### config.mk
export PLATFORM = sky130hd
export DESIGN_NAME = domain_framed_fnv1a64_hash_unit
export DESIGN_NICKNAME = d
export VERILOG_FILES = /design/src/sv/dfh_pkg.sv /design/src/sv/dfh_fold_unit.sv /design/src/sv/domain_framed_fnv1a64_hash_unit.sv
export SDC_FILE = /design/constraint.sdc
export NUM_CORES = 1
export LEC_CHECK = 0
export ABC_AREA = 0
export ABC_CLOCK_PERIOD_IN_PS = 21900
export CAP_MARGIN = 15
export CORE_UTILIZATION = 28
export CTS_CLUSTER_DIAMETER = 30
export DETAILED_ROUTE_END_ITERATION = 10
export DONT_BUFFER_PORTS = 1
export PLACE_DENSITY = 0.37
export SLEW_MARGIN = 10
export SYNTH_ARGS = -nofsm -noshare
export SYNTH_HDL_FRONTEND = slang
export SYNTH_SLANG_ARGS = --single-unit
export TNS_END_PERCENT = 1
### constraint.sdc
create_clock -name clk -period 21.9 [get_ports clk]
set_input_delay 1.095 -clock clk [delete_from_list [all_inputs] [get_ports clk]]
set_output_delay 1.095 -clock clk [all_outputs]
set_load 0.01 [all_outputs]
### src/sv/dfh_pkg.sv
`timescale 1ns / 1ps

package dfh_pkg;

  // Width of the message byte counter; the count saturates at all ones.
  localparam int LENGTH_BITS = 32;
  localparam logic [LENGTH_BITS-1:0] COUNT_MAX = {LENGTH_BITS{1'b1}};

  localparam logic [63:0] FNV_OFFSET_BASIS = 64'hCBF2_9CE4_8422_2325;
  localparam logic [63:0] DOMAIN_TAG_RESET = 64'h4558_504C_4943_4954;

  // A 64-bit word folds in as eight bytes, least significant first.
  localparam logic [2:0] LAST_FOLD_STEP = 3'd7;

endpackage

### src/sv/dfh_fold_unit.sv
`timescale 1ns / 1ps

// One FNV-1a round: xor the byte in, then multiply by the 64-bit FNV prime.
// The prime is 2^40 + 2^8 + 0xB3, so the product is a sum of shifted copies.
module dfh_fold_unit
  import dfh_pkg::*;
(
  input  logic [63:0] hash_in,
  input  logic [7:0]  byte_in,
  output logic [63:0] hash_out
);

  logic [63:0] mixed;

  assign mixed = hash_in ^ {56'd0, byte_in};

  assign hash_out = (mixed << 40) + (mixed << 8) + (mixed << 7) + (mixed << 5)
                  + (mixed << 4) + (mixed << 1) + mixed;

endmodule

### src/sv/domain_framed_fnv1a64_hash_unit.sv
`timescale 1ns / 1ps

// Domain-framed 64-bit FNV-1a hasher. Each input item carries a message byte
// (tdata), a flag that the byte is present (tuser) and an end-of-message mark
// (tlast). The first item of a message that has a byte or tlast opens it: the
// hash starts at the FNV offset basis and the 64-bit domain tag, sampled at
// that item, is folded in low byte first. Each present byte is folded in and
// counted; the count saturates at all ones and then sets the overflow flag.
// On tlast the count is folded in as eight little-endian bytes and one result
// item leaves on the master side: the hash in tdata, the overflow flag in
// tuser. An item with neither a byte nor tlast is dropped. A single shared
// fold unit does one xor-and-multiply round per cycle under a small
// sequencer, and the slave side is ready only while the sequencer is idle.
// Steps per accepted item: the sequencer takes it in the idle state; the item
// that opens a message then folds the tag, an item that carries a byte folds
// it, and an item with tlast folds the length and then loads the output
// register, waiting there only while a previous result is still not taken.
// The output register lets the next message start while a result waits.
module domain_framed_fnv1a64_hash_unit
  import dfh_pkg::*;
(
  input  logic        clk,
  input  logic        rst,
  // configuration: domain tag
  input  logic        cfg_we,
  input  logic [63:0] cfg_data,
  // slave side
  input  logic        s_tvalid,
  output logic        s_tready,
  input  logic [7:0]  s_tdata,   // [7:0] data_byte
  input  logic        s_tuser,   // [0] byte_valid
  input  logic        s_tlast,   // end of message
  // master side
  output logic        m_tvalid,
  input  logic        m_tready,
  output logic [63:0] m_tdata,   // [63:0] hash_out
  output logic        m_tuser    // [0] length_overflow
);

  localparam logic [2:0] ST_IDLE = 3'd0;  // ready for the next item
  localparam logic [2:0] ST_TAG  = 3'd1;  // fold the domain tag
  localparam logic [2:0] ST_DATA = 3'd2;  // fold the message byte
  localparam logic [2:0] ST_LEN  = 3'd3;  // fold the byte count
  localparam logic [2:0] ST_EMIT = 3'd4;  // hand the hash to the output register

  logic [2:0]             state;
  logic [63:0]            domain_tag;
  logic [63:0]            hash;
  logic [63:0]            word;      // tag or count, shifted out a byte per step
  logic [2:0]             step;
  logic [LENGTH_BITS-1:0] count;
  logic                   sat;
  logic                   in_msg;
  logic [7:0]             byte_q;
  logic                   vld_q;
  logic                   last_q;

  logic [7:0]             fold_byte;
  logic [63:0]            fold_hash;
  logic                   sat_hit;
  logic [LENGTH_BITS-1:0] count_next;

  assign s_tready = (state == ST_IDLE);

  // The data step folds the held byte; tag and length steps fold the low byte.
  assign fold_byte = (state == ST_DATA) ? byte_q : word[7:0];

  dfh_fold_unit u_fold (
    .hash_in  (hash),
    .byte_in  (fold_byte),
    .hash_out (fold_hash)
  );

  // Hold the count at all ones once it gets there.
  assign sat_hit    = (count == COUNT_MAX);
  assign count_next = sat_hit ? count : count + 1'b1;

  always_ff @(posedge clk) begin
    if (rst) begin
      state      <= ST_IDLE;
      in_msg     <= 1'b0;
      m_tvalid   <= 1'b0;
      step       <= '0;
      domain_tag <= DOMAIN_TAG_RESET;
    end else begin
      if (cfg_we) begin
        domain_tag <= cfg_data;
      end
      // Drop the taken result unless the emit step refills the register.
      if (m_tvalid && m_tready && (state != ST_EMIT)) begin
        m_tvalid <= 1'b0;
      end

      unique case (state)
        ST_IDLE: begin
          if (s_tvalid) begin
            byte_q <= s_tdata;
            vld_q  <= s_tuser;
            last_q <= s_tlast;
            if (s_tuser || s_tlast) begin
              step <= '0;
              if (!in_msg) begin
                // Open a message: start from the offset basis, sample the tag.
                hash   <= FNV_OFFSET_BASIS;
                word   <= domain_tag;
                count  <= '0;
                sat    <= 1'b0;
                in_msg <= 1'b1;
                state  <= ST_TAG;
              end else if (s_tuser) begin
                state <= ST_DATA;
              end else begin
                word  <= 64'(count);
                state <= ST_LEN;
              end
            end
          end
        end

        ST_TAG: begin
          hash <= fold_hash;
          step <= 3'(step + 1'b1);
          if (step == LAST_FOLD_STEP) begin
            if (vld_q) begin
              state <= ST_DATA;
            end else begin
              word  <= 64'(count);
              state <= ST_LEN;
            end
          end else begin
            word <= word >> 8;
          end
        end

        ST_DATA: begin
          hash  <= fold_hash;
          count <= count_next;
          if (sat_hit) begin
            sat <= 1'b1;
          end
          if (last_q) begin
            word  <= 64'(count_next);
            step  <= '0;
            state <= ST_LEN;
          end else begin
            state <= ST_IDLE;
          end
        end

        ST_LEN: begin
          hash <= fold_hash;
          word <= word >> 8;
          step <= 3'(step + 1'b1);
          if (step == LAST_FOLD_STEP) begin
            state <= ST_EMIT;
          end
        end

        ST_EMIT: begin
          // Load the output register once it is free or being emptied.
          if (!m_tvalid || m_tready) begin
            m_tvalid <= 1'b1;
            m_tdata  <= hash;
            m_tuser  <= sat;
            in_msg   <= 1'b0;
            state    <= ST_IDLE;
          end
        end

        default: begin
          state <= ST_IDLE;
        end
      endcase
    end
  end

endmodule

Word-level counts from Yosys, hierarchy flattened
Cells that the tools add are included.
{ "word_totals": {"reg_bits": 308, "inputBits": 79, "elab_cells": 107} }
{ "op_classes": {"add_sub_neg": 8, "n_eq_ne": 17, "mux": 44, "n_bitwise": 2, "n_reduce_logical": 22} }
{ "op_table": {"columns": ["op", "n"], "rows": [
  ["2-to-1 mux 64 bit", 10],
  ["adder 64 bit", 6],
  ["one-hot mux 64 bit (4 select lines)", 1],
  ["2-to-1 mux 32 bit", 4],
  ["one-hot mux 64 bit (2 select lines)", 1],
  ["one-hot mux 32 bit (2 select lines)", 1],
  ["XOR 64 x 8 -> 64 bit", 1],
  ["adder 32 x 1 -> 32 bit, second input constant", 1],
  ["equality test 32 bit, second input constant", 1],
  ["2-to-1 mux 3 bit", 8],
  ["one-hot mux 3 bit (5 select lines)", 1],
  ["AND reduction 5 bit", 3],
  ["!= test 2 bit, second input constant", 7],
  ["2-to-1 mux 1 bit", 12],
  ["!= test 3 bit, second input constant", 3],
  ["one-hot mux 3 bit (3 select lines)", 1],
  ["2-to-1 mux 8 bit", 1],
  ["AND reduction 4 bit", 2],
  ["AND reduction 7 bit", 1],
  ["equality test 3 x 2 -> 1 bit, second input constant", 2],
  ["equality test 3 bit, second input constant", 2],
  ["AND reduction 3 bit", 2],
  ["AND reduction 6 bit", 1],
  ["nonzero test 2 bit", 3],
  ["14 further kinds", 18]
]} }

Depth between registers and ports, before layout
{ "logic_depth": {"word_depth": 10, "depth_mapped": 24, "depth_no_buf": 23} }

Modules after synthesis
Synthesis repeated with hierarchy kept, for this count alone.
{ "hier_totals": {"cells_unflattened": 2208, "area_unflattened_um2": 23711.5} }
{ "modules_own_cells": {"columns": ["module", "area_per_inst_um2", "seq_area_each_um2", "cells_per_inst", "n_inst"], "rows": [
  ["domain_framed_fnv1a64_hash_unit", 13050.0, 8528.2, 994, 1],
  ["dfh_fold_unit", 10661.5, 0.0, 1214, 1]
]} }

Worst setup path after synthesis
Ideal clock, no wire load.
{ "synth_timing": {"path_type": "input port to flip-flop", "from": "input port s_tuser", "to": "register word[0] (enable)", "t_required_ps": 21072, "path_stages": 4, "t_arrival_ps": 11459, "n_path_buf": 0, "setup_slack_ps": 9614, "setup_ps": 828, "cell_sequence": "o21ai_0 > nand2_1 > nand2b_1 > a2111oi_0"} }
{ "synth_via": {"elab_chain_cells": 3, "word_cells_on_any_way": 4, "classes_between": "eq/ne (2); reduce/logical (2)"} }
{ "synth_rtl": {"columns": ["element", "line_no", "text"], "rows": [
  ["from (decl)", "domain_framed_fnv1a64_hash_unit.sv:31", "input logic s_tuser,"],
  ["logical OR 1 bit", "domain_framed_fnv1a64_hash_unit.sv:100", "if (s_tuser || s_tlast) begin"],
  ["!= test 2 x 1 -> 1 bit (no source line)", null, null],
  ["AND reduction 7 bit (no source line) *", null, null],
  ["to (signal assigned)", "domain_framed_fnv1a64_hash_unit.sv:105", "word <= domain_tag;"],
  ["to (signal assigned)", "domain_framed_fnv1a64_hash_unit.sv:113", "word <= 64'(count);"],
  ["to (signal assigned)", "domain_framed_fnv1a64_hash_unit.sv:127", "word <= 64'(count);"],
  ["to (decl)", "domain_framed_fnv1a64_hash_unit.sv:49", "logic [63:0] word;"]
]} }
Mark *: on every way between the ends. The rest lies on a longest branch, timed or not.
A chain may end at the register's enable or synchronous reset.

Worst setup path after layout
{ "layout_timing": {"from": "register state[2]", "to": "register hash[60] (data pin)"} }
{ "layout_via": {"elab_chain_cells": 10, "word_cells_on_any_way": 14, "classes_between": "add/sub (6); eq/ne (3); mux (2); bitwise (1); reduce/logical (2)"} }
{ "layout_rtl": {"columns": ["element", "line_no", "text"], "rows": [
  ["from (decl)", "domain_framed_fnv1a64_hash_unit.sv:46", "logic [2:0] state;"],
  ["from (signal assigned)", "domain_framed_fnv1a64_hash_unit.sv:80", "state <= ST_IDLE;"],
  ["from (signal assigned)", "domain_framed_fnv1a64_hash_unit.sv:109", "state <= ST_TAG;"],
  ["from (signal assigned)", "domain_framed_fnv1a64_hash_unit.sv:111", "state <= ST_DATA;"],
  ["equality test 3 x 2 -> 1 bit", "domain_framed_fnv1a64_hash_unit.sv:66, domain_framed_fnv1a64_hash_unit.sv:94", null],
  ["2-to-1 mux 8 bit", "domain_framed_fnv1a64_hash_unit.sv:66", "assign fold_byte = (state == ST_DATA) ? byte_q : word[7:0];"],
  ["XOR 64 x 8 -> 64 bit", "dfh_fold_unit.sv:15", "assign mixed = hash_in ^ {56'd0, byte_in};"],
  ["adder 64 bit (3 in series)", "dfh_fold_unit.sv:17", "assign hash_out = (mixed << 40) + (mixed << 8) + (mixed << 7) + (mixed << 5)"],
  ["adder 64 bit (3 in series)", "dfh_fold_unit.sv:18", "+ (mixed << 4) + (mixed << 1) + mixed;"],
  ["one-hot mux 64 bit (2 select lines) *", "domain_framed_fnv1a64_hash_unit.sv:94", "unique case (state)"],
  ["to (signal assigned)", "domain_framed_fnv1a64_hash_unit.sv:121", "hash <= fold_hash;"],
  ["to (signal assigned)", "domain_framed_fnv1a64_hash_unit.sv:136", "hash <= fold_hash;"],
  ["to (signal assigned)", "domain_framed_fnv1a64_hash_unit.sv:151", "hash <= fold_hash;"],
  ["to (decl)", "domain_framed_fnv1a64_hash_unit.sv:48", "logic [63:0] hash;"]
]} }
Marked as above.

==> metrics.cfg <==
[clock_tree]
maximum_buffer_depth_of_the_clock_tree = 3
cts_buffers = 97
clk_root_buf = sky130_fd_sc_hd__clkbuf_16
cts_tree = built
insertion_delay_ns = 0.65
post_cts.repair.setup_buffers = 0
htreeDepth = 3
number_of_clock_sinks_seen_by_cts = 308
cts_resized = 0
holdBufCountCts = 0
path_clk_slew_ns = 0.04

[setup_path]
worstPathArrival_ns = 8.50
worst-setup-path-type = register to register
critical_path.most_common_cell = sky130_fd_sc_hd__fa_1
crit_path_max_incr_delay_ns = 0.95
cp_data_required_time_ns = 22.26
crit_buf_inv = 2
worstPathCellList = nor2_1 > nand2_2 > buf_4 > mux2i_1 > xor2_1 > inv_1 > fa_1 > fa_1 > fa_1 > ha_1 > ha_1 > o211ai_1 > o211ai_1 > a31oi_1 > o31ai_4 > nand3_2 > a2111oi_1 > o31a_1 > o21ai_1 > mux2i_1
kind_of_cell_adding_the_most_delay_to_the_critical_path = adder cells
critical-path-slowest-cell = sky130_fd_sc_hd__xor2_1
timing.critical_path.from_type = register
critPathCaptureType = register
critical_path_peak_fanout = 73

[yosys]
yosys-top-cells-area = sky130_fd_sc_hd__edfxtp_1 (31%), sky130_fd_sc_hd__fa_1 (22%), sky130_fd_sc_hd__dfxtp_1 (6.4%)
synth_sequential_area_ratio_pct = 37.6
dominant_synthesized_flop_cell = sky130_fd_sc_hd__edfxtp_1
synth_fp_nets = 2475
synth_async_sr_flop_share_pct = 0
synth-edff-count = 236
ys_seq_elements = 308
yosys_warnings = 0
synth_simple_gate_area_share_pct = 9.99
main_combinational_cell_family_by_area_after_synthesis = adder cells
synth.lib_cells_used.distinct = 84
post-synth-top-count-cell = sky130_fd_sc_hd__inv_1
synthesis.area_per_instance_um2 = 11.1
synth-compound-area-share_pct = 10.4
post_synth_most_frequent_cells = sky130_fd_sc_hd__inv_1 (288), sky130_fd_sc_hd__fa_1 (245), sky130_fd_sc_hd__edfxtp_1 (236)
synth_top_area_share_pct = 31.3
synth.cell_area_um2 = 22700
synth_fa_ha_area_share_pct = 27.9
synth_largest_area_cell = sky130_fd_sc_hd__edfxtp_1
syn-instance-count = 2038
synth_xor_area_share_pct = 4.09
post_synth_mux_area_share_pct = 3.74

[die]
die_height_um = 286
die_w_um = 286
start_util_pct = 28.5
row_count = 103
coreArea_um2 = 79500
num_io_pins = 146
die_area_um2 = 82100

[finish]
antenna-diode-count = 0
syn2layout_area_growth_pct = 19.7
drive_above_1_share_pct = 9.19
finish.net_count = 2509

[grt]
antenna_found_initial = 3
grt_use_total_pct = 16.5
grt_overflow_total = 0
first_global_vias = 16600
grt_start_max_net_pins = 88
wire_length_of_the_first_global_routing_pass_mm = 103

[status]
outcome = completed

[worst_hold_path]
hold_path_class = register to register

[place]
detailedPlacementHpwl_mm = 48.2
io_buffers = 0
place_congestion = 0.869

[run]
cap_viol_max_count = 0

[timing]
tightest_slew_ns = 1.21
maxSlewHeadroom_pct = 19.4
final_period_minus_worst_setup_slack_ns = 8.15
setup_repair_after_global_routing_missed_its_margin = no
setup_viol = 0
number_of_hold_violations_in_the_final_report = 0
maxSlewViolCount = 0
clock_skew_ns = 0.0405
max_freq_mhz = 123
tns_ns = 0
final_min_period_over_clock_period_pct = 37.2

[route]
route.vias.total = 15100
drc = 0
drt_first_iter_violations = 647
finalWirelength_mm = 65.9
antenna_left = 0
vias_per_cell = 4.73
drt_first_pass_iters = 5
routed_wire_length_per_instance_um = 20.6

## sequential cells by signal, summed over array words and instances, names as in the netlist, 3 cells and up
signal / flops
byte_q: 8
count: 32
domain_tag: 64
hash: 64
m_tdata: 64
state: 3
step: 3
word: 64
## per-stage QoR
stage	std cells	instance area, µm²	hold slack, ns	worst slack, ns	util, %
finish	3205	27100	0.456	13.75	34.1
global route	3205	27100	0.459	13.32	34.1
CTS	3204	27100	0.456	13.74	34.1
detailed placement	3022	23800	0.417	13.76	29.9
global placement	3022	23800	0.454	13.91	29.9
floorplan	2038	22700	0.400	9.61	-
## final cells by class
| type | count | area, µm² |
|---|---|---|
| Clock buffer | 127 | 2620 |
| Clock inverter | 55 | 679 |
| Fill cell | 7965 | 52400 |
| Inverter | 289 | 1080 |
| Multi-Input combinational cell | 1361 | 12800 |
| Sequential cell | 308 | 8530 |
| Tap cell | 1050 | 1310 |
| Timing Repair Buffer | 15 | 113 |
## worst paths after layout
kind	start	end	slack [ns]	depth (start not counted)
max	state[2]	hash[60]	13.75	20
max reg2reg	state[2]	hash[60]	13.75	20
min	sat	m_tuser	0.46	0
min reg2reg	sat	m_tuser	0.46	0
## layout by cell type, fill, tap and decap left out, types with 9 or more instances in the layout
master                      netlist  layout
sky130_fd_sc_hd__buf_4            3      15
sky130_fd_sc_hd__and2_1          19      19
sky130_fd_sc_hd__nand3_1         33      33
sky130_fd_sc_hd__a221oi_1        23      23
sky130_fd_sc_hd__nand2b_1        11      11
sky130_fd_sc_hd__a211o_1         23      23
sky130_fd_sc_hd__bufinv_16        0      11
sky130_fd_sc_hd__nor3_1          22      21
sky130_fd_sc_hd__edfxtp_1       236     236
sky130_fd_sc_hd__a21oi_1         70      70
sky130_fd_sc_hd__xnor2_1         53      53
sky130_fd_sc_hd__o21a_1          12      12
sky130_fd_sc_hd__a211oi_1        10       9
sky130_fd_sc_hd__nand2_1        106     105
sky130_fd_sc_hd__clkinv_2         0      21
sky130_fd_sc_hd__xor2_1          51      51
sky130_fd_sc_hd__inv_1          288     288
sky130_fd_sc_hd__a21o_1          28      28
sky130_fd_sc_hd__nor2b_1         28      28
sky130_fd_sc_hd__dfxtp_1         72      71
sky130_fd_sc_hd__clkbuf_16        0      98
sky130_fd_sc_hd__clkinv_1         0      17
sky130_fd_sc_hd__nor2_1         189     185
sky130_fd_sc_hd__a22o_1          25      25
sky130_fd_sc_hd__fa_1           245     245
sky130_fd_sc_hd__and3_1           9       9
sky130_fd_sc_hd__mux2i_1         79      79
sky130_fd_sc_hd__clkbuf_1        60      23
sky130_fd_sc_hd__ha_1           113     113
sky130_fd_sc_hd__a31oi_1          9       9
sky130_fd_sc_hd__nand4_1         21      21
sky130_fd_sc_hd__o21ai_0         57      57
sky130_fd_sc_hd__o21ai_1         19      19
## layer usage
layer / up-vias / global-route usage, % / wire [µm]
li1: 7043 / - / -
met1: 7674 / 21.4 / 29100
met2: 317 / 27.3 / 32300
met3: 109 / 3.31 / 2710
met4: 2 / 5.66 / 1770
met5: - / 0 / 13
## logic make-up (layout without fill, tap and decap cells)
group | count (synthesis) | in the layout
flops | 308 | 308
fa+ha+maj | 358 | 358
mux | 84 | 84
buf+inv | 369 | 486
simple gates | 476 | 476
xor+xnor | 105 | 105
compound gates | 338 | 338
Power is not shown: default switching activity piles up to over one toggle a cycle in this logic, so the estimate is an artifact.
